==> src/rtl/core/spvs_pkg.sv <==
// shared types and constants for the slot pool value store
`timescale 1ns / 1ps

package spvs_pkg;

    localparam int SLOTS  = 128;
    localparam int IDX_W  = (SLOTS > 1) ? $clog2(SLOTS) : 1;
    localparam int SLOT_W = 7;
    localparam int VAL_W  = 32;

    localparam logic [1:0] ACT_INSERT = 2'd0;
    localparam logic [1:0] ACT_REMOVE = 2'd1;
    localparam logic [1:0] ACT_LOOKUP = 2'd2;

    localparam logic [1:0] ST_DONE      = 2'd0;
    localparam logic [1:0] ST_FULL      = 2'd1;
    localparam logic [1:0] ST_NOT_FOUND = 2'd2;

    typedef struct packed {
        logic [1:0]              action;
        logic signed [VAL_W-1:0] value;
    } cmd_t;

    typedef struct packed {
        logic [1:0]        status;
        logic [SLOT_W-1:0] slot;
    } res_t;

    // search token walking down the row of slot cells
    typedef struct packed {
        logic                    active;
        logic [1:0]              action;
        logic signed [VAL_W-1:0] value;
        logic                    hit;
        logic [IDX_W-1:0]        idx;
    } token_t;

endpackage

==> src/rtl/core/spvs_cell.sv <==
// one slot of the pool: valid bit, stored value and one token stage
`timescale 1ns / 1ps

module spvs_cell (
    input  logic                  clk,
    input  logic                  rst_n,
    input  logic [spvs_pkg::IDX_W-1:0] cell_idx,
    input  spvs_pkg::token_t      tok_in,
    output spvs_pkg::token_t      tok_out
);
    import spvs_pkg::*;

    logic                    valid_reg;
    logic                    valid_next;
    logic signed [VAL_W-1:0] value_reg;
    token_t                  tok_reg;
    token_t                  tok_next;
    logic                    claim;
    logic                    match;

    // only the first cell that qualifies takes the token
    assign claim = tok_in.active && !tok_in.hit && (tok_in.action == ACT_INSERT)
                   && !valid_reg;
    assign match = tok_in.active && !tok_in.hit && valid_reg
                   && ((tok_in.action == ACT_REMOVE) || (tok_in.action == ACT_LOOKUP))
                   && (value_reg == tok_in.value);

    always_comb
    begin
        tok_next   = tok_in;
        valid_next = valid_reg;
        if (claim || match)
        begin
            tok_next.hit = 1'b1;
            tok_next.idx = cell_idx;
        end
        if (claim)
        begin
            valid_next = 1'b1;
        end
        else if (match && (tok_in.action == ACT_REMOVE))
        begin
            valid_next = 1'b0;
        end
    end

    always_ff @(posedge clk or negedge rst_n)
    begin
        if (!rst_n)
        begin
            valid_reg <= 1'b0;
            tok_reg   <= '0;
        end
        else
        begin
            valid_reg <= valid_next;
            tok_reg   <= tok_next;
        end
    end

    always_ff @(posedge clk)
    begin
        if (claim)
        begin
            value_reg <= tok_in.value;
        end
    end

    assign tok_out = tok_reg;

endmodule

==> config.mk <==
export PLATFORM = sky130hd
export DESIGN_NAME = spvs_cell
export DESIGN_NICKNAME = d
export VERILOG_FILES = /design/src/rtl/core/spvs_pkg.sv /design/src/rtl/core/spvs_cell.sv
export SDC_FILE = /design/constraint.sdc
export NUM_CORES = 1
export LEC_CHECK = 0
export ABC_CLOCK_PERIOD_IN_PS = 2000
export BUFFER_PORTS_ARGS = -buffer_cell sky130_fd_sc_hd__buf_2
export CAP_MARGIN = 20
export CORE_UTILIZATION = 40
export DETAILED_ROUTE_END_ITERATION = 12
export GPL_TIMING_DRIVEN = 1
export PLACE_DENSITY_LB_ADDON = 0.05
export SETUP_SLACK_MARGIN = 0.05
export SLEW_MARGIN = 5
export SYNTH_ARGS = -nofsm -noshare
export SYNTH_HDL_FRONTEND = slang
export SYNTH_SLANG_ARGS = --single-unit
==> constraint.sdc <==
create_clock -name clk -period 2 [get_ports clk]
set_input_delay 0.2 -clock clk [delete_from_list [all_inputs] [get_ports clk]]
set_output_delay 0.2 -clock clk [all_outputs]
set_load 0.02 [all_outputs]
# Word level (Yosys, flattened, before mapping)

Cells that the tools add are included.

Reduce and logical (&&, ||, !) cells: 13
Equal/unequal tests: 3
Multiplexer cells: 3

Operator list:

| operator                                            | count |
|---|---|
| equality test 32 bit                                | 1 |
| two-way mux 8 bit                                   | 1 |
| logical AND 1 bit                                   | 7 |
| equality test 2 x 1 -> 1 bit, second input constant | 1 |
| equality test 2 bit, second input constant          | 1 |
| logical NOT 1 bit                                   | 2 |
| logical NOT 2 bit                                   | 1 |
| logical OR 1 bit                                    | 2 |
| two-way mux 1 bit                                   | 2 |
| nonzero test 2 bit                                  | 1 |

Logic and storage cells: 26
Register bits: 76
Output and inout port bits: 43

# Logic depth before layout (Yosys ltp)

Depth in word-level cells: 8
Depth in mapped cells: 8
Gate-level depth less buffers: 7

# Worst setup path after synthesis

OpenSTA, ideal clock, no wires.

Path kind: reg2reg
From: register value_reg[30]
To: register tok_reg, in the netlist tok_out[0]
Stages on the path, launching flop included: 7
Arrival time: 1.667 ns
Required time: 1.876 ns
Buffers on the path: 1
Setup slack: 0.209 ns
Period minus slack after synthesis: 1.791 ns
Cells stage by stage: edfxtp_1 > xor2_1 > nor4_1 > nand4_2 > or2_0 > buf_6 > a211o_1

RTL lines:

| element                  | RTL line        | source |
|---|---|---|
| start: declaration       | spvs_cell.sv:15 | `logic signed [VAL_W-1:0] value_reg;` |
| start signal: assignment | spvs_cell.sv:65 | `value_reg <= tok_in.value;` |
| end signal: assignment   | spvs_cell.sv:57 | `tok_reg <= tok_next;` |
| end: declaration         | spvs_cell.sv:16 | `token_t tok_reg;` |

# Worst setup path in the final report

From: input tok_in[14] (netlist name)
To: register valid_reg

Cells in the longest elaborated chain, start to end: 4

RTL lines:

| element                      | RTL line        | source |
|---|---|---|
| start: declaration           | spvs_cell.sv:8  | `input spvs_pkg::token_t tok_in,` |
| equality test 32 bit         | spvs_cell.sv:26 | `&& (value_reg == tok_in.value);` |
| logical AND 1 bit            | spvs_cell.sv:26 |  |
| logical AND 1 bit            | spvs_cell.sv:41 | `else if (match && (tok_in.action == ACT_REMOVE))` |
| nonzero test 2 bit (no line) | n/a             |  |
| end signal: assignment       | spvs_cell.sv:56 | `valid_reg <= valid_next;` |
| end: declaration             | spvs_cell.sv:13 | `logic valid_reg;` |

No other way between the ends.
A chain may end at the register's enable or synchronous reset.

==> impl_metrics.tcl <==
set metrics [dict create \
    outcome "completed" \
    gr-total-overflow 0 \
    seq_area_frac_synth_pct 73.8 \
    antenna_cells 0 \
    r2r-start "value_reg[1]" \
    grt_first_pass_wirelength_um 9180 \
    io_pins 95 \
    cts_root_buf "clkbuf_8" \
    fmax_ghz 0.531 \
    grt_pass1_vias 1909 \
    synth-edff-count 32 \
    setup_tns_ns 0 \
    grt_max_degree 26 \
    gp_congestion 0.706 \
    post-cts-setup-buffer-count 0 \
    drive_above_1_share_pct 39.0 \
    ys_types 24 \
    clock_skew_ns 0.00780 \
    cts_buffer_depth 2 \
    max_cap_viol_count 0 \
    drc 0 \
    cp_max_fo 3 \
    async_reset_ff_share_pct 57.9 \
    most-common-layout-cells "90 x buf_2, 44 x dfrtp_1, 36 x dlygate4sd3_1" \
    powerDensity_nw_per_um2 860 \
    start_kind "input port" \
    start_util_pct 41.3 \
    cts_buffers 9 \
    cp.arrival_ns 2.12 \
    vias 1842 \
    fin_crit_ns 1.88 \
    path_clk_slew_ns 0.08 \
    ys_ff_latch 76 \
    syn_nets 224 \
    std_cell_rows 30 \
    die_w_um 85.6 \
    antenna_found_initial 0 \
    yosys_warnings 0 \
    drtIter0Drc 90 \
    clk_latency_ns 0.34 \
    cp-startpoint "tok_in[14]" \
    register_area_um2 2060 \
    cts_htree_levels 3 \
    layout.nets 367 \
    wire_per_inst_um 14.5 \
    crit_buf_inv 2 \
    worstHoldStart "tok_in[16]" \
    cts_tree "done" \
    multi_input_area_um2 684 \
    ant_nets 0 \
    fillerInstances 563 \
    io_buffers 94 \
    finalHoldViolCount 0 \
    synthFlopType "dfrtp_1" \
    final_cell_area_um2 4000 \
    viasPerCell 4.63 \
    grt_usage_pct 17.0 \
    critPathKind "in -> reg" \
    crit_family "simple AND/OR/NAND/NOR gates" \
    die_area_um2 7320 \
    dr.pass1.iters 4 \
    slowest_delay_ns 0.54 \
    cp-end-kind "flop" \
    syn-cell-area_um2 2790 \
    dp_hpwl_um 3820 \
    area_growth_pct 43.3 \
    worstPathCellList "dlygate4sd3_1 > buf_2 > xor2_1 > nor4_2 > nand3_1 > or4_1 > a21o_1" \
    critPathRequiredTime_ns 2.23 \
    largest_reg_flops 43 \
    hold_class "in -> reg" \
    die_y_um 85.6 \
    rsz0062_at_grt "no" \
    routed_wl_um 5790 \
    setup_viol 0 \
    place_area_um2 3400 \
    period_share_pct 94.2 \
    netlist_instances 170 \
    ir_worst_vdd_uv 466 \
    syn_area_per_cell_um2 16.4 \
    clock-sinks 76 \
    relSlewSlack_pct 60.0 \
    final_common_cell "buf_2" \
    p_leak_nw 1.79 \
    slew_viol_final 0 \
    worst_pin_slew_ns 0.601 \
    placeableCoreArea_um2 6760 \
    cp_slowest_cell "dlygate4sd3_1" \
]
[layout make-up]
class                           instances  area share [%]
Sequential cell                        76            51.5
Timing Repair Buffer                  135            22.0
Multi-Input combinational cell         81            17.1
Clock buffer                            9            3.10
Clock inverter                          7            2.88
Tap cell                               80            2.50
Inverter                               10           0.938
[synthesized netlist by cell type, types with 2 or more instances]
library cell | number | area (um2)
nor4_1 | 13 | 81.3
and2b_2 | 2 | 17.5
buf_6 | 2 | 22.5
and2b_1 | 5 | 37.5
ha_1 | 2 | 25.0
edfxtp_1 | 32 | 961
a22o_1 | 7 | 61.3
xor2_1 | 32 | 280
inv_1 | 10 | 37.5
dfrtp_1 | 44 | 1100
a211o_1 | 7 | 61.3
nor3_1 | 2 | 10.0
[per-layer routing]
layer | part of all wire [%] | GRT usage (%) | vias up | wire [um]
met5 | 0 | 0 | - | 0
met1 | 46 | 22.3 | 879 | 2640
li1 | - | - | 894 | -
met4 | 2.1 | 9.55 | 0 | 119
met2 | 48 | 26.8 | 58 | 2780
met3 | 4.4 | 3.37 | 11 | 257
[repair_timing]
| action | CTS | global route |
|---|---|---|
| hold endpoints to repair | 58 | 0 |
| cloned | 0 | 0 |
| hold buffers | 36 | 0 |
| pin swaps | 0 | 6 |
| gates resized for setup | 1 | 4 |
| setup endpoints to repair | 5 | 8 |
[through the flow]
stage | util [%] | hold WS [ns] | setup WS, ns | cells | total power [mW]
finish | 59.2 | 0.0662 | 0.117 | 398 | 3.44
global route | 59.2 | 0.0442 | 0.0160 | 398 | 3.58
CTS | 59.3 | 0.0446 | 0.0529 | 402 | 3.49
detailed placement | 50.3 | 0.241 | 0.0376 | 350 | 2.05
global placement | 50.3 | 0.237 | 0.0609 | 350 | 2.04
floorplan | - | -0.0956 | 0.209 | 170 | 1.88
[power by group]
part	leakage (nW)	total, mW	switching, mW	internal, mW
combinational	0.882	0.356	0.190	0.165
clock	0.117	1.38	0.554	0.824
sequential	0.791	1.71	0.0191	1.69
total	1.79	3.44	0.763	2.68
[final timing paths]
| check | endpoint | slack [ns] | depth (start not counted) |
|---|---|---|---|
| min | value_reg[8] | 0.07 | 1 |
| min reg2reg | valid_reg | 0.52 | 1 |
| max in group asynchronous | tok_out[30] | 0.99 | 3 |
| min in group asynchronous | tok_out[37] | 0.38 | 2 |
| max | valid_reg | 0.12 | 7 |
| max reg2reg | valid_reg | 0.15 | 5 |
[cell families (layout without fill, tap and decap cells)]
kind of cell               after synthesis  count (layout)  share of synthesized area [%]
AOI/OAI and AO/OA                       15              15                           4.66
xor gates and xnor gates                32              32                           10.0
adders and majority gates                2               2                          0.896
buffers and inverters                   13             161                           2.42
DFF                                     76              76                           73.8
and+or+nand+nor                         32              32                           8.15
No activity file was read; power rests on OpenSTA's default activity.
