### src/rtl/core/spvs_pkg.sv
// shared types and constants for the slot pool value store
`timescale 1ns / 1ps

package spvs_pkg;

    localparam int SLOTS  = 128;
    localparam int IDX_W  = (SLOTS > 1) ? $clog2(SLOTS) : 1;
    localparam int SLOT_W = 7;
    localparam int VAL_W  = 32;

    localparam logic [1:0] ACT_INSERT = 2'd0;
    localparam logic [1:0] ACT_REMOVE = 2'd1;
    localparam logic [1:0] ACT_LOOKUP = 2'd2;

    localparam logic [1:0] ST_DONE      = 2'd0;
    localparam logic [1:0] ST_FULL      = 2'd1;
    localparam logic [1:0] ST_NOT_FOUND = 2'd2;

    typedef struct packed {
        logic [1:0]              action;
        logic signed [VAL_W-1:0] value;
    } cmd_t;

    typedef struct packed {
        logic [1:0]        status;
        logic [SLOT_W-1:0] slot;
    } res_t;

    // search token walking down the row of slot cells
    typedef struct packed {
        logic                    active;
        logic [1:0]              action;
        logic signed [VAL_W-1:0] value;
        logic                    hit;
        logic [IDX_W-1:0]        idx;
    } token_t;

endpackage

### src/rtl/core/spvs_out_buf.sv
// two-entry result buffer between the cell row and the result channel
`timescale 1ns / 1ps

module spvs_out_buf (
    input  logic            clk,
    input  logic            rst_n,
    input  logic            push,
    input  spvs_pkg::res_t  push_data,
    output logic            full,
    output logic            res_valid,
    input  logic            res_stall,
    output spvs_pkg::res_t  res
);
    import spvs_pkg::*;

    logic out_valid_reg;
    logic out_valid_next;
    res_t out_reg;
    res_t out_next;
    logic skid_valid_reg;
    logic skid_valid_next;
    res_t skid_reg;
    res_t skid_next;
    logic take;

    assign take = out_valid_reg && !res_stall;

    always_comb
    begin
        out_valid_next  = out_valid_reg;
        out_next        = out_reg;
        skid_valid_next = skid_valid_reg;
        skid_next       = skid_reg;
        if (!out_valid_reg || take)
        begin
            if (skid_valid_reg)
            begin
                out_valid_next  = 1'b1;
                out_next        = skid_reg;
                skid_valid_next = push;
                skid_next       = push_data;
            end
            else
            begin
                out_valid_next = push;
                out_next       = push_data;
            end
        end
        else if (push)
        begin
            // output held by a stall, park the new result
            skid_valid_next = 1'b1;
            skid_next       = push_data;
        end
    end

    always_ff @(posedge clk or negedge rst_n)
    begin
        if (!rst_n)
        begin
            out_valid_reg  <= 1'b0;
            skid_valid_reg <= 1'b0;
        end
        else
        begin
            out_valid_reg  <= out_valid_next;
            skid_valid_reg <= skid_valid_next;
        end
    end

    always_ff @(posedge clk)
    begin
        out_reg  <= out_next;
        skid_reg <= skid_next;
    end

    assign full      = skid_valid_reg;
    assign res_valid = out_valid_reg;
    assign res       = out_reg;

endmodule

### config.mk
export PLATFORM = sky130hd
export DESIGN_NAME = spvs_out_buf
export DESIGN_NICKNAME = d
export VERILOG_FILES = /design/src/rtl/core/spvs_pkg.sv /design/src/rtl/core/spvs_out_buf.sv
export SDC_FILE = /design/constraint.sdc
export NUM_CORES = 1
export LEC_CHECK = 0
export BUFFER_PORTS_ARGS = -buffer_cell sky130_fd_sc_hd__buf_2
export CORE_MARGIN = 2
export CORE_UTILIZATION = 47
export DETAILED_ROUTE_END_ITERATION = 8
export PLACE_DENSITY = 0.75
export SLEW_MARGIN = 20
export SYNTH_ARGS = -nofsm -noshare
export SYNTH_HDL_FRONTEND = slang
export SYNTH_SLANG_ARGS = --single-unit
### constraint.sdc
create_clock -name clk -period 2.2 [get_ports clk]
set_clock_uncertainty 0.2 [all_clocks]
set_input_delay 0.44 -clock clk [delete_from_list [all_inputs] [get_ports clk]]
set_output_delay 0.44 -clock clk [all_outputs]
set_load 0.05 [all_outputs]
# Yosys cells after proc, flatten, opt, wreduce, memory -nomap -nowiden
# Index checks and enable logic that the tools add are counted.
# totals
elab_cells,21
regBits,20
input_bits,13
# classes
n_eq_ne,1
reduce_logical,6
muxes,8
# ops
op,count
$mux 9,4
$mux 1,4
$logic_not 1->1,2
$ne 2x2->1 const B,1
$reduce_and 2->1,1
$reduce_bool 2->1,1
$logic_and 1x1->1,1
$logic_or 1x1->1,1

# Depth between registers and ports, before layout
# Gate-level depths: netlist of the first run.
# logic_depth
word_depth,5
mapped_depth,3
mapped_depth_nobuf,2

# Worst setup path after synthesis of the first run
# OpenSTA, ideal clock, no wires.
# synth_timing
path_kind,register to register
start,"reg out_valid_reg, in the netlist res_valid"
end,reg skid_reg[0] (netlist name) (enable)
path_stages_with_launch,3
path_buffers,0
t_required_ps,1687
setup_slack_ps,306
synth_period_minus_slack_ps,1894
t_arrival_ps,1381
path_cell_list,dfrtp_1 > nand2_1 > mux2_2
# synth_via
elab_chain_cells,4
# synth_rtl
item,line_no,source
"start, declared",spvs_out_buf.sv:16,logic out_valid_reg;
"start signal, assigned",spvs_out_buf.sv:66,out_valid_reg <= out_valid_next;
$logic_not 1->1 / $logic_and 1x1->1 (equally long branches),"spvs_out_buf.sv:34, spvs_out_buf.sv:26",
$logic_or 1x1->1 (*),spvs_out_buf.sv:34,if (!out_valid_reg || take)
$ne 2x2->1 (no line) / $reduce_bool 2->1 (equally long branches),--,
$reduce_and 2->1 (no line) (*),--,
"end signal, assigned",spvs_out_buf.sv:74,skid_reg <= skid_next;
"end, declared",spvs_out_buf.sv:22,res_t skid_reg;
# Mark *: on every way between the ends. The rest lies on a longest branch, timed or not.
# A chain may end at the register's enable or synchronous reset.

# Final worst setup path of the first run
# layout_timing
start,"reg skid_valid_reg, in the netlist full"
end,out full
# layout_lines
item,line_no,source
"start, declared",spvs_out_buf.sv:20,logic skid_valid_reg;
"start signal, assigned",spvs_out_buf.sv:67,skid_valid_reg <= skid_valid_next;
"end, declared",spvs_out_buf.sv:9,"output logic full,"
# No word-level cell between the ends.

==> report_table.html, run 1 <==
<table>
<tr><th>Metric</th><th>Value</th></tr>
<tr><th colspan="2">Run status</th></tr>
<tr><td>Status</td><td>finished clean</td></tr>
<tr><th colspan="2">Yosys</th></tr>
<tr><td>Number of distinct standard cells referenced by the synthesized netlist</td><td>10</td></tr>
<tr><td>Commonest cells in the synthesized netlist</td><td>edfxtp_1 (18), mux2_4 (7), mux2_2 (3), dfrtp_1 (2)</td></tr>
<tr><td>Top-count cell post-synth</td><td>edfxtp_1</td></tr>
<tr><td>Mean instance size in the synthesized netlist</td><td>21.3 sq um</td></tr>
<tr><td>Ys async rst share</td><td>10.0%</td></tr>
<tr><td>Dominant synthesized flop cell</td><td>edfxtp_1</td></tr>
<tr><td>Cell count after synthesis</td><td>36</td></tr>
<tr><td>Cell type with the largest total area after synthesis</td><td>edfxtp_1</td></tr>
<tr><td>Post-synth design cell area</td><td>766 sq um</td></tr>
<tr><td>Synth top area cells</td><td>edfxtp_1 (71%), mux2_4 (14%), dfrtp_1 (6.5%)</td></tr>
<tr><td>Number of storage elements in the synthesis netlist</td><td>20</td></tr>
<tr><td>Area share of the largest cell type after synthesis</td><td>70.6%</td></tr>
<tr><td>Count of yosys warnings during synthesis</td><td>0</td></tr>
<tr><td>Number of nets in the synthesized netlist</td><td>49</td></tr>
<tr><td>Number of synthesized flops with an enable pin</td><td>18</td></tr>
<tr><td>Portion of the post-synthesis area used by sequential elements</td><td>77.1%</td></tr>
<tr><th colspan="2">Final layout</th></tr>
<tr><td>Fill cell total of the finished layout</td><td>111</td></tr>
<tr><td>Area of combinational cells with multiple inputs</td><td>164 sq um</td></tr>
<tr><td>Layout Area Growth over Synthesis</td><td>25.3%</td></tr>
<tr><td>Post-layout instance count excluding filler cells</td><td>80</td></tr>
<tr><td># nets final</td><td>78</td></tr>
<tr><td>Number of inserted diodes</td><td>0</td></tr>
<tr><td>Sequential Area</td><td>591 sq um</td></tr>
<tr><td>Layout cell share with drive strength beyond 1</td><td>59.4%</td></tr>
<tr><th colspan="2">Detailed routing</th></tr>
<tr><td>Overall via count from detail_route</td><td>394</td></tr>
<tr><td>DRC Markers</td><td>0</td></tr>
<tr><td>Antenna Nets Post-Route</td><td>0</td></tr>
<tr><td>DR pass1 iterations</td><td>4</td></tr>
<tr><td>Wire length per cell</td><td>13.2 um</td></tr>
<tr><td>Wirelength, routed</td><td>1.05 mm</td></tr>
<tr><td>DRC violation total after the first TritonRoute iteration</td><td>6</td></tr>
<tr><td>Vias per cell</td><td>4.93</td></tr>
<tr><th colspan="2">Clock tree</th></tr>
<tr><td>Post-cts repair resize count</td><td>0</td></tr>
<tr><td>Maximum clock insertion buffer count</td><td>2</td></tr>
<tr><td>Clock sink count</td><td>20</td></tr>
<tr><td>Maximum level of the CTS H-tree</td><td>1</td></tr>
<tr><td>Clock tree from TritonCTS</td><td>done</td></tr>
<tr><td>Num CTS Buffers</td><td>3</td></tr>
<tr><td>Root cell of the clock tree</td><td>clkbuf_4</td></tr>
<tr><td>Clk_lat worst skew</td><td>300 ps</td></tr>
<tr><td>Clock slew at the register clock pins of the worst setup and hold paths</td><td>120 ps</td></tr>
<tr><th colspan="2">Global route</th></tr>
<tr><td>Overall Global Routing Usage</td><td>12.9%</td></tr>
<tr><td>Global-route wire length before repair</td><td>1.70 mm</td></tr>
<tr><td>Number of global-route vias before repair</td><td>416</td></tr>
<tr><td>Largest net degree at the start of global routing</td><td>14</td></tr>
<tr><td>Total global routing overflow</td><td>0</td></tr>
<tr><td>Initial antenna violation count</td><td>0</td></tr>
<tr><th colspan="2">Pwr</th></tr>
<tr><td>Cell-internal power</td><td>0.718 mW</td></tr>
<tr><td>Relative contribution of sequential cells to total power</td><td>50.2%</td></tr>
<tr><td>Fraction of power spent switching nets</td><td>26.5%</td></tr>
<tr><td>P_leak</td><td>0.401 nW</td></tr>
<tr><td>Total power draw</td><td>0.977 mW</td></tr>
<tr><td>VDD IR-drop max</td><td>0.653 mV</td></tr>
<tr><td>Reported net switching power</td><td>0.259 mW</td></tr>
<tr><td>Total power density per cell area</td><td>1020 nW/um^2</td></tr>
<tr><td>Logic gate share of total power</td><td>19.8%</td></tr>
<tr><td>Share of total power in the clock network</td><td>30.1%</td></tr>
<tr><th colspan="2">STA</th></tr>
<tr><td>Post-route clock period utilization</td><td>92.1%</td></tr>
<tr><td>Min Tclk post-route</td><td>2030 ps</td></tr>
<tr><td>Worst hold slack across all endpoints</td><td>124 ps</td></tr>
<tr><td>Worst rel slew slack</td><td>62.6%</td></tr>
<tr><td>Transition time of the tightest slew-check pin</td><td>561 ps</td></tr>
<tr><td>Number of hold-slack violations in the final timing report</td><td>0</td></tr>
<tr><td>Max-slew violation count</td><td>0</td></tr>
<tr><td>Maximum clock frequency</td><td>0.493 GHz</td></tr>
<tr><td>TNS Setup</td><td>0 ps</td></tr>
<tr><td>Setup violators final</td><td>0</td></tr>
<tr><td>RSZ-0062 raised after global routing</td><td>no</td></tr>
<tr><th colspan="2">Floorplan</th></tr>
<tr><td>Vert. Die Dim</td><td>44.4 um</td></tr>
<tr><td>Area enclosed by the die boundary</td><td>1970 sq um</td></tr>
<tr><td>Horiz. Die Dim</td><td>44.4 um</td></tr>
<tr><td>Total number of placement rows</td><td>14</td></tr>
<tr><td>Core ar.</td><td>1520 sq um</td></tr>
<tr><td>Number of primary I/O pins</td><td>24</td></tr>
<tr><td>Starting utilization of the core area</td><td>50.2%</td></tr>
<tr><th colspan="2">Worst setup path</th></tr>
<tr><td>CP Capture Type</td><td>output pin</td></tr>
<tr><td>Worst path buffer plus inverter count</td><td>1</td></tr>
<tr><td>Critical Path Fanout Max</td><td>13</td></tr>
<tr><td>Critical Path AT</td><td>1390 ps</td></tr>
<tr><td>Required time worst endpoint</td><td>1560 ps</td></tr>
<tr><td>CP delay by family, top</td><td>flip-flops</td></tr>
<tr><td>Biggest cell delay along the critical path</td><td>720 ps</td></tr>
<tr><td>WS Path Type</td><td>flip-flop to output pin</td></tr>
<tr><td>Cell at the slowest stage of the critical path</td><td>dfrtp_1</td></tr>
<tr><td>Element type at the critical path start</td><td>flip-flop</td></tr>
<tr><td>Cell breakdown of the critical path</td><td>buf_2</td></tr>
<tr><th colspan="2">Placement</th></tr>
<tr><td>Detail Placement HPWL</td><td>766 um</td></tr>
<tr><td>Port Buf Inserts</td><td>23</td></tr>
<tr><td>Final weighted congestion in routability-driven placement</td><td>0.605</td></tr>
<tr><td>Count of placed standard cells including taps</td><td>75</td></tr>
<tr><th colspan="2">Flow run</th></tr>
<tr><td>Number of maximum-capacitance constraint violations</td><td>0</td></tr>
<tr><th colspan="2">Worst hold path</th></tr>
<tr><td>Type of the worst min-delay path</td><td>primary input to flip-flop</td></tr>
</table>
## power by group through the flow
stage	clock (mW)	sequential, mW	combinational [mW]
after global routing	0.316	0.496	0.203
after CTS	0.300	0.491	0.195
after floorplan	0	0.582	0.0678
final	0.294	0.490	0.193
after detailed placement	0	0.500	0.193
after global placement	0	0.497	0.191
## what timing repair did
action / CTS / global route
hold buffers: 1 / 0
endpoints found under the hold margin: 2 / 0
buffers inserted: 0 / 0
## cell usage in the layout (no fill, tap or decap)
master,Yosys,routed
a31oi_1,1,1
mux2_2,3,3
buf_2,0,23
bufinv_16,0,1
edfxtp_1,18,18
nand2b_1,1,1
clkbuf_4,0,3
nor2_1,1,1
buf_4,0,1
dlygate4sd3_1,0,1
a21oi_1,1,1
mux2_4,7,7
nand2_1,1,1
dfrtp_1,2,2
## through the flow
stage,area (sq um),setup WS (ps),utilization [%]
after global placement,897,533,58.9
after global routing,960,71.5,63.0
final,960,173,63.0
after detailed placement,897,514,58.9
after floorplan,766,306,-
after CTS,960,163,63.0
## final timing paths
kind	end	slack, ps	from	depth (start not counted)
worst min-delay path	skid_reg[2]$_DFFE_PP_	120	push_data[2]	1
max in group asynchronous	res_valid$_DFFE_PN0P_	1440	rst_n	2
worst min register to register	res[7]$_DFFE_PP_	360	skid_reg[7]$_DFFE_PP_	1
min in group asynchronous	full$_DFFE_PN0P_	250	rst_n	2
worst max-delay path	full	170	full$_DFFE_PN0P_	1
worst max register to register	skid_reg[7]$_DFFE_PP_	560	full$_DFFE_PN0P_	1
## cells by family (layout without fill, tap and decap cells)
| family | count (synthesis) | in the layout | share of synthesized area [%] |
|---|---|---|---|
| buffers and inverters | 1 | 29 | 1.47 |
| AOI/OAI and AO/OA | 2 | 2 | 1.47 |
| muxes | 10 | 10 | 18.1 |
| and+or+nand+nor | 3 | 3 | 1.80 |
| DFF | 20 | 20 | 77.1 |
## cell type report
type | count | share of cell area (%)
multi-input combinational | 15 | 17.1
tap | 16 | 2.09
clock inverter | 1 | 3.13
clock buffer | 3 | 2.35
sequential | 20 | 61.5
timing repair buffer | 25 | 13.8
## layer usage
metal / vias up / track usage [%] / part of all wire, %
li1: 194 / - / -
met1: 184 / 11.9 / 38
met2: 16 / 23.8 / 57
met3: 0 / 4.90 / 4.6
met4: 0 / 7.27 / 0
met5: - / 0 / 0
Note: power is estimated with default switching activity, not from simulation.
==> run 2, diff against run 1 <==
--- a/config.mk
+++ b/config.mk
@@ -8,8 +8,10 @@
 export BUFFER_PORTS_ARGS = -buffer_cell sky130_fd_sc_hd__buf_2
 export CORE_MARGIN = 2
 export CORE_UTILIZATION = 47
+export CTS_CLUSTER_SIZE = 14
 export DETAILED_ROUTE_END_ITERATION = 8
 export PLACE_DENSITY = 0.75
+export SETUP_SLACK_MARGIN = 0.3
 export SLEW_MARGIN = 20
 export SYNTH_ARGS = -nofsm -noshare
 export SYNTH_HDL_FRONTEND = slang
==> run 2 against run 1 <==
Effect of this change:
- hold slack got worse by 6.0 ps
- cell count rose by 5.0%
- die area did not move
- count of clock-buffer cells in the layout did not move
- register-to-register slack improved by 170 ps
- non-clock buffer count rose by 4
- via count rose by 4.3%
- largest power group unchanged
==> report_table.html, run 2 (synthesis results as in run 1) <==
<table>
<tr><th>Metric</th><th>Value</th></tr>
<tr><th colspan="2">STA</th></tr>
<tr><td>Max-slew violation count</td><td>0 (unchanged)</td></tr>
<tr><td>TNS Setup</td><td>0 ps (unchanged)</td></tr>
<tr><td>Number of hold-slack violations in the final timing report</td><td>0 (unchanged)</td></tr>
<tr><td>Setup violators final</td><td>0 (unchanged)</td></tr>
<tr><td>Transition time of the tightest slew-check pin</td><td>253 ps (was 561 ps)</td></tr>
<tr><td>Min Tclk post-route</td><td>1690 ps (was 2030 ps)</td></tr>
<tr><td>Maximum clock frequency</td><td>0.591 GHz (was 0.493 GHz)</td></tr>
<tr><td>Post-route clock period utilization</td><td>76.9% (was 92.1%)</td></tr>
<tr><td>RSZ-0062 raised after global routing</td><td>no (unchanged)</td></tr>
<tr><td>Worst rel slew slack</td><td>83.2% (was 62.6%)</td></tr>
<tr><td>Worst hold slack across all endpoints</td><td>118 ps (was 124 ps)</td></tr>
<tr><th colspan="2">Placement</th></tr>
<tr><td>Detail Placement HPWL</td><td>766 um (unchanged)</td></tr>
<tr><td>Post-Place Cell Area</td><td>897 sq um (unchanged)</td></tr>
<tr><td>Final weighted congestion in routability-driven placement</td><td>0.605 (unchanged)</td></tr>
<tr><td>Port Buf Inserts</td><td>23 (unchanged)</td></tr>
<tr><td>Count of placed standard cells including taps</td><td>75 (unchanged)</td></tr>
<tr><th colspan="2">Worst setup path</th></tr>
<tr><td>Critical Path AT</td><td>1050 ps (was 1390 ps)</td></tr>
<tr><td>Element type at the critical path start</td><td>flip-flop (unchanged)</td></tr>
<tr><td>Cell breakdown of the critical path</td><td>buf_2 (unchanged)</td></tr>
<tr><td>Worst path buffer plus inverter count</td><td>1 (unchanged)</td></tr>
<tr><td>CP delay by family, top</td><td>flip-flops (unchanged)</td></tr>
<tr><td>Required time worst endpoint</td><td>1560 ps (about the same)</td></tr>
<tr><td>CP Capture Type</td><td>output pin (unchanged)</td></tr>
<tr><td>Cell at the slowest stage of the critical path</td><td>dfrtp_2 (was dfrtp_1)</td></tr>
<tr><td>Biggest cell delay along the critical path</td><td>460 ps (was 720 ps)</td></tr>
<tr><td>WS Path Type</td><td>flip-flop to output pin (unchanged)</td></tr>
<tr><td>Critical Path Fanout Max</td><td>8 (was 13)</td></tr>
<tr><th colspan="2">Floorplan</th></tr>
<tr><td>Vert. Die Dim</td><td>44.4 um (unchanged)</td></tr>
<tr><td>Number of primary I/O pins</td><td>24 (unchanged)</td></tr>
<tr><td>Total number of placement rows</td><td>14 (unchanged)</td></tr>
<tr><td>Core ar.</td><td>1520 sq um (unchanged)</td></tr>
<tr><td>Horiz. Die Dim</td><td>44.4 um (unchanged)</td></tr>
<tr><td>Area enclosed by the die boundary</td><td>1970 sq um (unchanged)</td></tr>
<tr><td>Starting utilization of the core area</td><td>50.2% (unchanged)</td></tr>
<tr><th colspan="2">Pwr</th></tr>
<tr><td>VDD IR-drop max</td><td>0.653 mV (about the same)</td></tr>
<tr><td>Total power density per cell area</td><td>1010 nW/um^2 (was 1020 nW/um^2)</td></tr>
<tr><td>P_leak</td><td>0.420 nW (was 0.401 nW)</td></tr>
<tr><th colspan="2">Detailed routing</th></tr>
<tr><td>Antenna Nets Post-Route</td><td>0 (unchanged)</td></tr>
<tr><td>Wire length per cell</td><td>13.3 um (was 13.2 um)</td></tr>
<tr><td>Vias per cell</td><td>4.89 (was 4.93)</td></tr>
<tr><td>DRC Markers</td><td>0 (unchanged)</td></tr>
<tr><td>Overall via count from detail_route</td><td>411 (was 394)</td></tr>
<tr><td>DR pass1 iterations</td><td>4 (unchanged)</td></tr>
<tr><td>DRC violation total after the first TritonRoute iteration</td><td>4 (was 6)</td></tr>
<tr><td>Wirelength, routed</td><td>1.11 mm (was 1.05 mm)</td></tr>
<tr><th colspan="2">Global route</th></tr>
<tr><td>Overall Global Routing Usage</td><td>12.9% (unchanged)</td></tr>
<tr><td>Initial antenna violation count</td><td>0 (unchanged)</td></tr>
<tr><td>Number of global-route vias before repair</td><td>416 (unchanged)</td></tr>
<tr><td>Largest net degree at the start of global routing</td><td>14 (unchanged)</td></tr>
<tr><td>Global-route wire length before repair</td><td>1.70 mm (unchanged)</td></tr>
<tr><td>Total global routing overflow</td><td>0 (unchanged)</td></tr>
<tr><th colspan="2">Final layout</th></tr>
<tr><td>Layout Area Growth over Synthesis</td><td>29.4% (was 25.3%)</td></tr>
<tr><td>Fill cell total of the finished layout</td><td>114 (was 111)</td></tr>
<tr><td>Sequential Area</td><td>592 sq um (was 591 sq um)</td></tr>
<tr><td>Leading cell types in the layout, fill and taps excluded</td><td>buf_2 (23), edfxtp_1 (18), mux2_4 (7) (unchanged)</td></tr>
<tr><td>Final design instance area without fill</td><td>991 sq um (was 960 sq um)</td></tr>
<tr><td># nets final</td><td>82 (was 78)</td></tr>
<tr><td>Post-layout instance count excluding filler cells</td><td>84 (was 80)</td></tr>
<tr><td>Number of inserted diodes</td><td>0 (unchanged)</td></tr>
<tr><td>Most common cell after layout, fill and taps aside</td><td>buf_2 (unchanged)</td></tr>
<tr><td>Area of combinational cells with multiple inputs</td><td>164 sq um (unchanged)</td></tr>
<tr><td>Layout cell share with drive strength beyond 1</td><td>63.2% (was 59.4%)</td></tr>
<tr><th colspan="2">Clock tree</th></tr>
<tr><td>Num CTS Buffers</td><td>3 (unchanged)</td></tr>
<tr><td>Clock slew at the register clock pins of the worst setup and hold paths</td><td>120 ps (about the same)</td></tr>
<tr><td>Clock tree from TritonCTS</td><td>done (unchanged)</td></tr>
<tr><td>Maximum level of the CTS H-tree</td><td>1 (unchanged)</td></tr>
<tr><td>Maximum clock insertion buffer count</td><td>2 (unchanged)</td></tr>
<tr><td>Clock sink count</td><td>20 (unchanged)</td></tr>
<tr><td>Clk_lat worst skew</td><td>300 ps (about the same)</td></tr>
<tr><td>Root cell of the clock tree</td><td>clkbuf_4 (unchanged)</td></tr>
<tr><th colspan="2">Run status</th></tr>
<tr><td>Status</td><td>finished clean (unchanged)</td></tr>
<tr><th colspan="2">Flow run</th></tr>
<tr><td>Number of maximum-capacitance constraint violations</td><td>0 (unchanged)</td></tr>
<tr><th colspan="2">Worst hold path</th></tr>
<tr><td>Type of the worst min-delay path</td><td>primary input to flip-flop (unchanged)</td></tr>
</table>
## run 2: final cells by class
type                       count  share of cell area [%]
sequential                    20                    59.7
timing repair buffer          29                    16.4
clock buffer                   3                    2.27
multi-input combinational     15                    16.5
clock inverter                 1                    3.03
tap                           16                    2.02
## run 2: repair_timing
action | 4_1_cts | 5_1_grt
gates resized for setup | 1 | 0
hold buffers | 1 | 0
hold endpoints to repair | 2 | 0
endpoints found under the setup margin | 1 | 1
setup buffers | 0 | 4
## run 2: power breakdown
part / total (mW) / switching (mW) / internal [mW]
registers: 0.484 / 0.0152 / 0.469
clock network: 0.297 / 0.113 / 0.184
logic: 0.216 / 0.138 / 0.0780
total: 0.996 / 0.266 / 0.731
## run 2: layer usage
metal / routed length, um / track usage [%] / up-vias
met5: 0 / 0 / -
met4: 0 / 7.27 / 0
met3: 49 / 4.90 / 0
met2: 651 / 23.8 / 16
met1: 411 / 11.9 / 193
li1: - / - / 202
## run 2: path summary, 6_finish.rpt
path | from | end | slack, ps | cells past startpoint
setup / recovery | full$_DFFE_PN0P_ | full | 510 | 1
hold / removal | push_data[2] | skid_reg[2]$_DFFE_PP_ | 120 | 1
setup reg to reg | full$_DFFE_PN0P_ | skid_reg[7]$_DFFE_PP_ | 730 | 2
hold reg to reg | skid_reg[7]$_DFFE_PP_ | res[7]$_DFFE_PP_ | 350 | 1
max in group asynchronous | rst_n | res_valid$_DFFE_PN0P_ | 1440 | 2
min in group asynchronous | rst_n | full$_DFFE_PN0P_ | 240 | 2
## run 2: through the flow
step	util (%)	worst slack [ps]	total power, mW
3_5_place_dp	58.9	514	0.693
3_3_place_gp	58.9	533	0.688
4_1_cts	63.1	345	0.986
5_1_grt	65.0	464	1.03
2_1_floorplan	-	306	0.649
6_report	65.0	508	0.996
==> run 3, diff against run 2 <==
==> constraint.sdc (replaced) <==
create_clock -name clk -period 1.6 [get_ports clk]
set_clock_uncertainty 0.2 [all_clocks]
set_input_delay 0.32 -clock clk [delete_from_list [all_inputs] [get_ports clk]]
set_output_delay 0.32 -clock clk [all_outputs]
set_load 0.05 [all_outputs]
==> run 3 against run 2 <==
Effect of this change:
- die area unchanged
- non-clock buffer count up 4
- first-iteration DRC count down 100%
- combinational power up 74%
- sequential share of layout area down 7.1 points
- critical path depth unchanged
- sequential power up 39%
- routed wire length up 20%
- clock power down 18%
- final area up 14%
==> report_table.html, run 3 (synthesis results as in run 1) <==
<table>
<tr><th>Metric</th><th>Value</th></tr>
<tr><th colspan="2">Pwr</th></tr>
<tr><td>P_leak</td><td>0.474 nW (was 0.420 nW)</td></tr>
<tr><td>Total power draw</td><td>1.29 mW (was 0.996 mW)</td></tr>
<tr><td>Reported net switching power</td><td>0.382 mW (was 0.266 mW)</td></tr>
<tr><td>Relative contribution of sequential cells to total power</td><td>52.0% (was 48.5%)</td></tr>
<tr><td>Share of total power in the clock network</td><td>18.9% (was 29.8%)</td></tr>
<tr><td>Total power density per cell area</td><td>1150 nW/um^2 (was 1010 nW/um^2)</td></tr>
<tr><td>Logic gate share of total power</td><td>29.1% (was 21.6%)</td></tr>
<tr><td>Fraction of power spent switching nets</td><td>29.6% (was 26.7%)</td></tr>
<tr><td>VDD IR-drop max</td><td>0.677 mV (was 0.653 mV)</td></tr>
<tr><td>Cell-internal power</td><td>0.908 mW (was 0.731 mW)</td></tr>
<tr><th colspan="2">Detailed routing</th></tr>
<tr><td>Vias per cell</td><td>5.00 (was 4.89)</td></tr>
<tr><td>Overall via count from detail_route</td><td>445 (was 411)</td></tr>
<tr><td>Wirelength, routed</td><td>1.34 mm (was 1.11 mm)</td></tr>
<tr><td>Antenna Nets Post-Route</td><td>0 (unchanged)</td></tr>
<tr><td>DR pass1 iterations</td><td>1 (was 4)</td></tr>
<tr><td>DRC Markers</td><td>0 (unchanged)</td></tr>
<tr><td>DRC violation total after the first TritonRoute iteration</td><td>0 (was 4)</td></tr>
<tr><td>Wire length per cell</td><td>15.1 um (was 13.3 um)</td></tr>
<tr><th colspan="2">Clock tree</th></tr>
<tr><td>Clock slew at the register clock pins of the worst setup and hold paths</td><td>100 ps (was 120 ps)</td></tr>
<tr><td>Root cell of the clock tree</td><td>clkbuf_4 (unchanged)</td></tr>
<tr><td>Maximum level of the CTS H-tree</td><td>1 (unchanged)</td></tr>
<tr><td>Num CTS Buffers</td><td>3 (unchanged)</td></tr>
<tr><td>Clk_lat worst skew</td><td>300 ps (about the same)</td></tr>
<tr><td>Clock tree from TritonCTS</td><td>done (unchanged)</td></tr>
<tr><td>Maximum clock insertion buffer count</td><td>2 (unchanged)</td></tr>
<tr><td>Clock sink count</td><td>20 (unchanged)</td></tr>
<tr><th colspan="2">Final layout</th></tr>
<tr><td># nets final</td><td>87 (was 82)</td></tr>
<tr><td>Leading cell types in the layout, fill and taps excluded</td><td>edfxtp_1 (18), buf_6 (13), buf_2 (12) (was buf_2 (23), edfxtp_1 (18), mux2_4 (7))</td></tr>
<tr><td>Number of inserted diodes</td><td>0 (unchanged)</td></tr>
<tr><td>Fill cell total of the finished layout</td><td>93 (was 114)</td></tr>
<tr><td>Layout cell share with drive strength beyond 1</td><td>60.3% (was 63.2%)</td></tr>
<tr><td>Most common cell after layout, fill and taps aside</td><td>edfxtp_1 (was buf_2)</td></tr>
<tr><td>Layout Area Growth over Synthesis</td><td>47.1% (was 29.4%)</td></tr>
<tr><td>Area of combinational cells with multiple inputs</td><td>198 sq um (was 164 sq um)</td></tr>
<tr><td>Sequential Area</td><td>593 sq um (was 592 sq um)</td></tr>
<tr><th colspan="2">Global route</th></tr>
<tr><td>Global-route wire length before repair</td><td>1.99 mm (was 1.70 mm)</td></tr>
<tr><td>Number of global-route vias before repair</td><td>454 (was 416)</td></tr>
<tr><td>Total global routing overflow</td><td>0 (unchanged)</td></tr>
<tr><td>Largest net degree at the start of global routing</td><td>14 (unchanged)</td></tr>
<tr><td>Overall Global Routing Usage</td><td>15.3% (was 12.9%)</td></tr>
<tr><td>Initial antenna violation count</td><td>0 (unchanged)</td></tr>
<tr><th colspan="2">STA</th></tr>
<tr><td>Worst hold slack across all endpoints</td><td>14.7 ps (was 118 ps)</td></tr>
<tr><td>RSZ-0062 raised after global routing</td><td>yes (was no)</td></tr>
<tr><td>TNS Setup</td><td>0 ps (unchanged)</td></tr>
<tr><td>Worst rel slew slack</td><td>87.4% (was 83.2%)</td></tr>
<tr><td>Post-route clock period utilization</td><td>88.3%</td></tr>
<tr><td>Maximum clock frequency</td><td>0.708 GHz</td></tr>
<tr><td>Setup violators final</td><td>0 (unchanged)</td></tr>
<tr><td>Number of hold-slack violations in the final timing report</td><td>0 (unchanged)</td></tr>
<tr><td>Min Tclk post-route</td><td>1410 ps</td></tr>
<tr><td>Transition time of the tightest slew-check pin</td><td>190 ps (was 253 ps)</td></tr>
<tr><td>Max-slew violation count</td><td>0 (unchanged)</td></tr>
<tr><th colspan="2">Flow run</th></tr>
<tr><td>Number of maximum-capacitance constraint violations</td><td>0 (unchanged)</td></tr>
<tr><th colspan="2">Floorplan</th></tr>
<tr><td>Core ar.</td><td>1520 sq um (unchanged)</td></tr>
<tr><td>Area enclosed by the die boundary</td><td>1970 sq um (unchanged)</td></tr>
<tr><td>Starting utilization of the core area</td><td>50.2% (unchanged)</td></tr>
<tr><td>Number of primary I/O pins</td><td>24 (unchanged)</td></tr>
<tr><td>Horiz. Die Dim</td><td>44.4 um (unchanged)</td></tr>
<tr><td>Total number of placement rows</td><td>14 (unchanged)</td></tr>
<tr><td>Vert. Die Dim</td><td>44.4 um (unchanged)</td></tr>
<tr><th colspan="2">Worst setup path</th></tr>
<tr><td>CP delay by family, top</td><td>flip-flops (unchanged)</td></tr>
<tr><td>Element type at the critical path start</td><td>flip-flop (unchanged)</td></tr>
<tr><td>Cell breakdown of the critical path</td><td>buf_6 (was buf_2)</td></tr>
<tr><td>Cell at the slowest stage of the critical path</td><td>dfrtp_2 (unchanged)</td></tr>
<tr><td>Biggest cell delay along the critical path</td><td>440 ps (was 460 ps)</td></tr>
<tr><td>CP Capture Type</td><td>output pin (unchanged)</td></tr>
<tr><td>Worst path buffer plus inverter count</td><td>1 (unchanged)</td></tr>
<tr><td>Register-to-register path setup slack</td><td>190 ps (was 730 ps)</td></tr>
<tr><td>Required time worst endpoint</td><td>1080 ps (was 1560 ps)</td></tr>
<tr><td>WS Path Type</td><td>flip-flop to output pin (unchanged)</td></tr>
<tr><td>Critical Path Fanout Max</td><td>3 (was 8)</td></tr>
<tr><td>Critical Path AT</td><td>890 ps (was 1050 ps)</td></tr>
<tr><th colspan="2">Placement</th></tr>
<tr><td>Port Buf Inserts</td><td>23 (unchanged)</td></tr>
<tr><td>Final weighted congestion in routability-driven placement</td><td>0.697 (was 0.605)</td></tr>
<tr><td>Detail Placement HPWL</td><td>824 um (was 766 um)</td></tr>
<tr><th colspan="2">Worst hold path</th></tr>
<tr><td>Type of the worst min-delay path</td><td>primary input to flip-flop (unchanged)</td></tr>
<tr><th colspan="2">Run status</th></tr>
<tr><td>Status</td><td>finished clean (unchanged)</td></tr>
</table>
run 3: cell types whose count changed in the layout (fill, tap and decap cells not counted), sizes merged:
cell         previous run  this run
buf                    28        27
bufinv                  1         0
clkinv                  0         1
dlygate4sd3             1         6
mux2                   10        11
run 3: final timing paths:
check,start,end,depth (start not counted)
hold reg to reg,skid_reg[6]$_DFFE_PP_,res[6]$_DFFE_PP_,1
hold / removal,push_data[1],skid_reg[1]$_DFFE_PP_,1
setup reg to reg,res_valid$_DFFE_PN0P_,skid_reg[5]$_DFFE_PP_,3
min in group asynchronous,rst_n,res_valid$_DFFE_PN0P_,2
setup / recovery,res_valid$_DFFE_PN0P_,res_valid,1
max in group asynchronous,rst_n,full$_DFFE_PN0P_,2
run 3: power by group through the flow:
stage	logic (mW)	registers [mW]	clock network, mW
2_1_floorplan	0.102	0.803	0
3_3_place_gp	0.271	0.688	0
3_5_place_dp	0.276	0.691	0
4_1_cts	0.366	0.669	0.246
5_1_grt	0.391	0.676	0.268
6_report	0.375	0.671	0.244
run 3: cell type report:
class	count	share of cell area [%]
Clock buffer	3	2.00
Clock inverter	1	0.333
Multi-Input combinational cell	16	17.6
Sequential cell	20	52.7
Tap cell	16	1.78
Timing Repair Buffer	33	25.7
run 3: timing repair:
item	CTS	global route
setup buffers	3	0
cloned	1	0
endpoints found under the setup margin	29	38
hold buffers	3	3
endpoints found under the hold margin	4	3
gates resized for setup	25	2
run 3: per-layer routing:
| layer | share of wire [%] | routed length [um] | GRT usage [%] |
|---|---|---|---|
| met4 | 0.60 | 8 | 9.09 |
| met1 | 37 | 491 | 14.6 |
| met3 | 3.9 | 52 | 2.45 |
| met2 | 59 | 788 | 29.7 |
| met5 | 0 | 0 | 0 |
run 3: through the flow:
step / util [%] / instances / setup WS [ps] / area (sq um)
after floorplan: - / 36 / 91.2 / 787
after global placement: 60.3 / 75 / 205 / 918
after detailed placement: 60.3 / 75 / 197 / 918
after CTS: 71.4 / 86 / 182 / 1090
after global routing: 73.9 / 89 / 155 / 1130
final: 73.9 / 89 / 188 / 1130
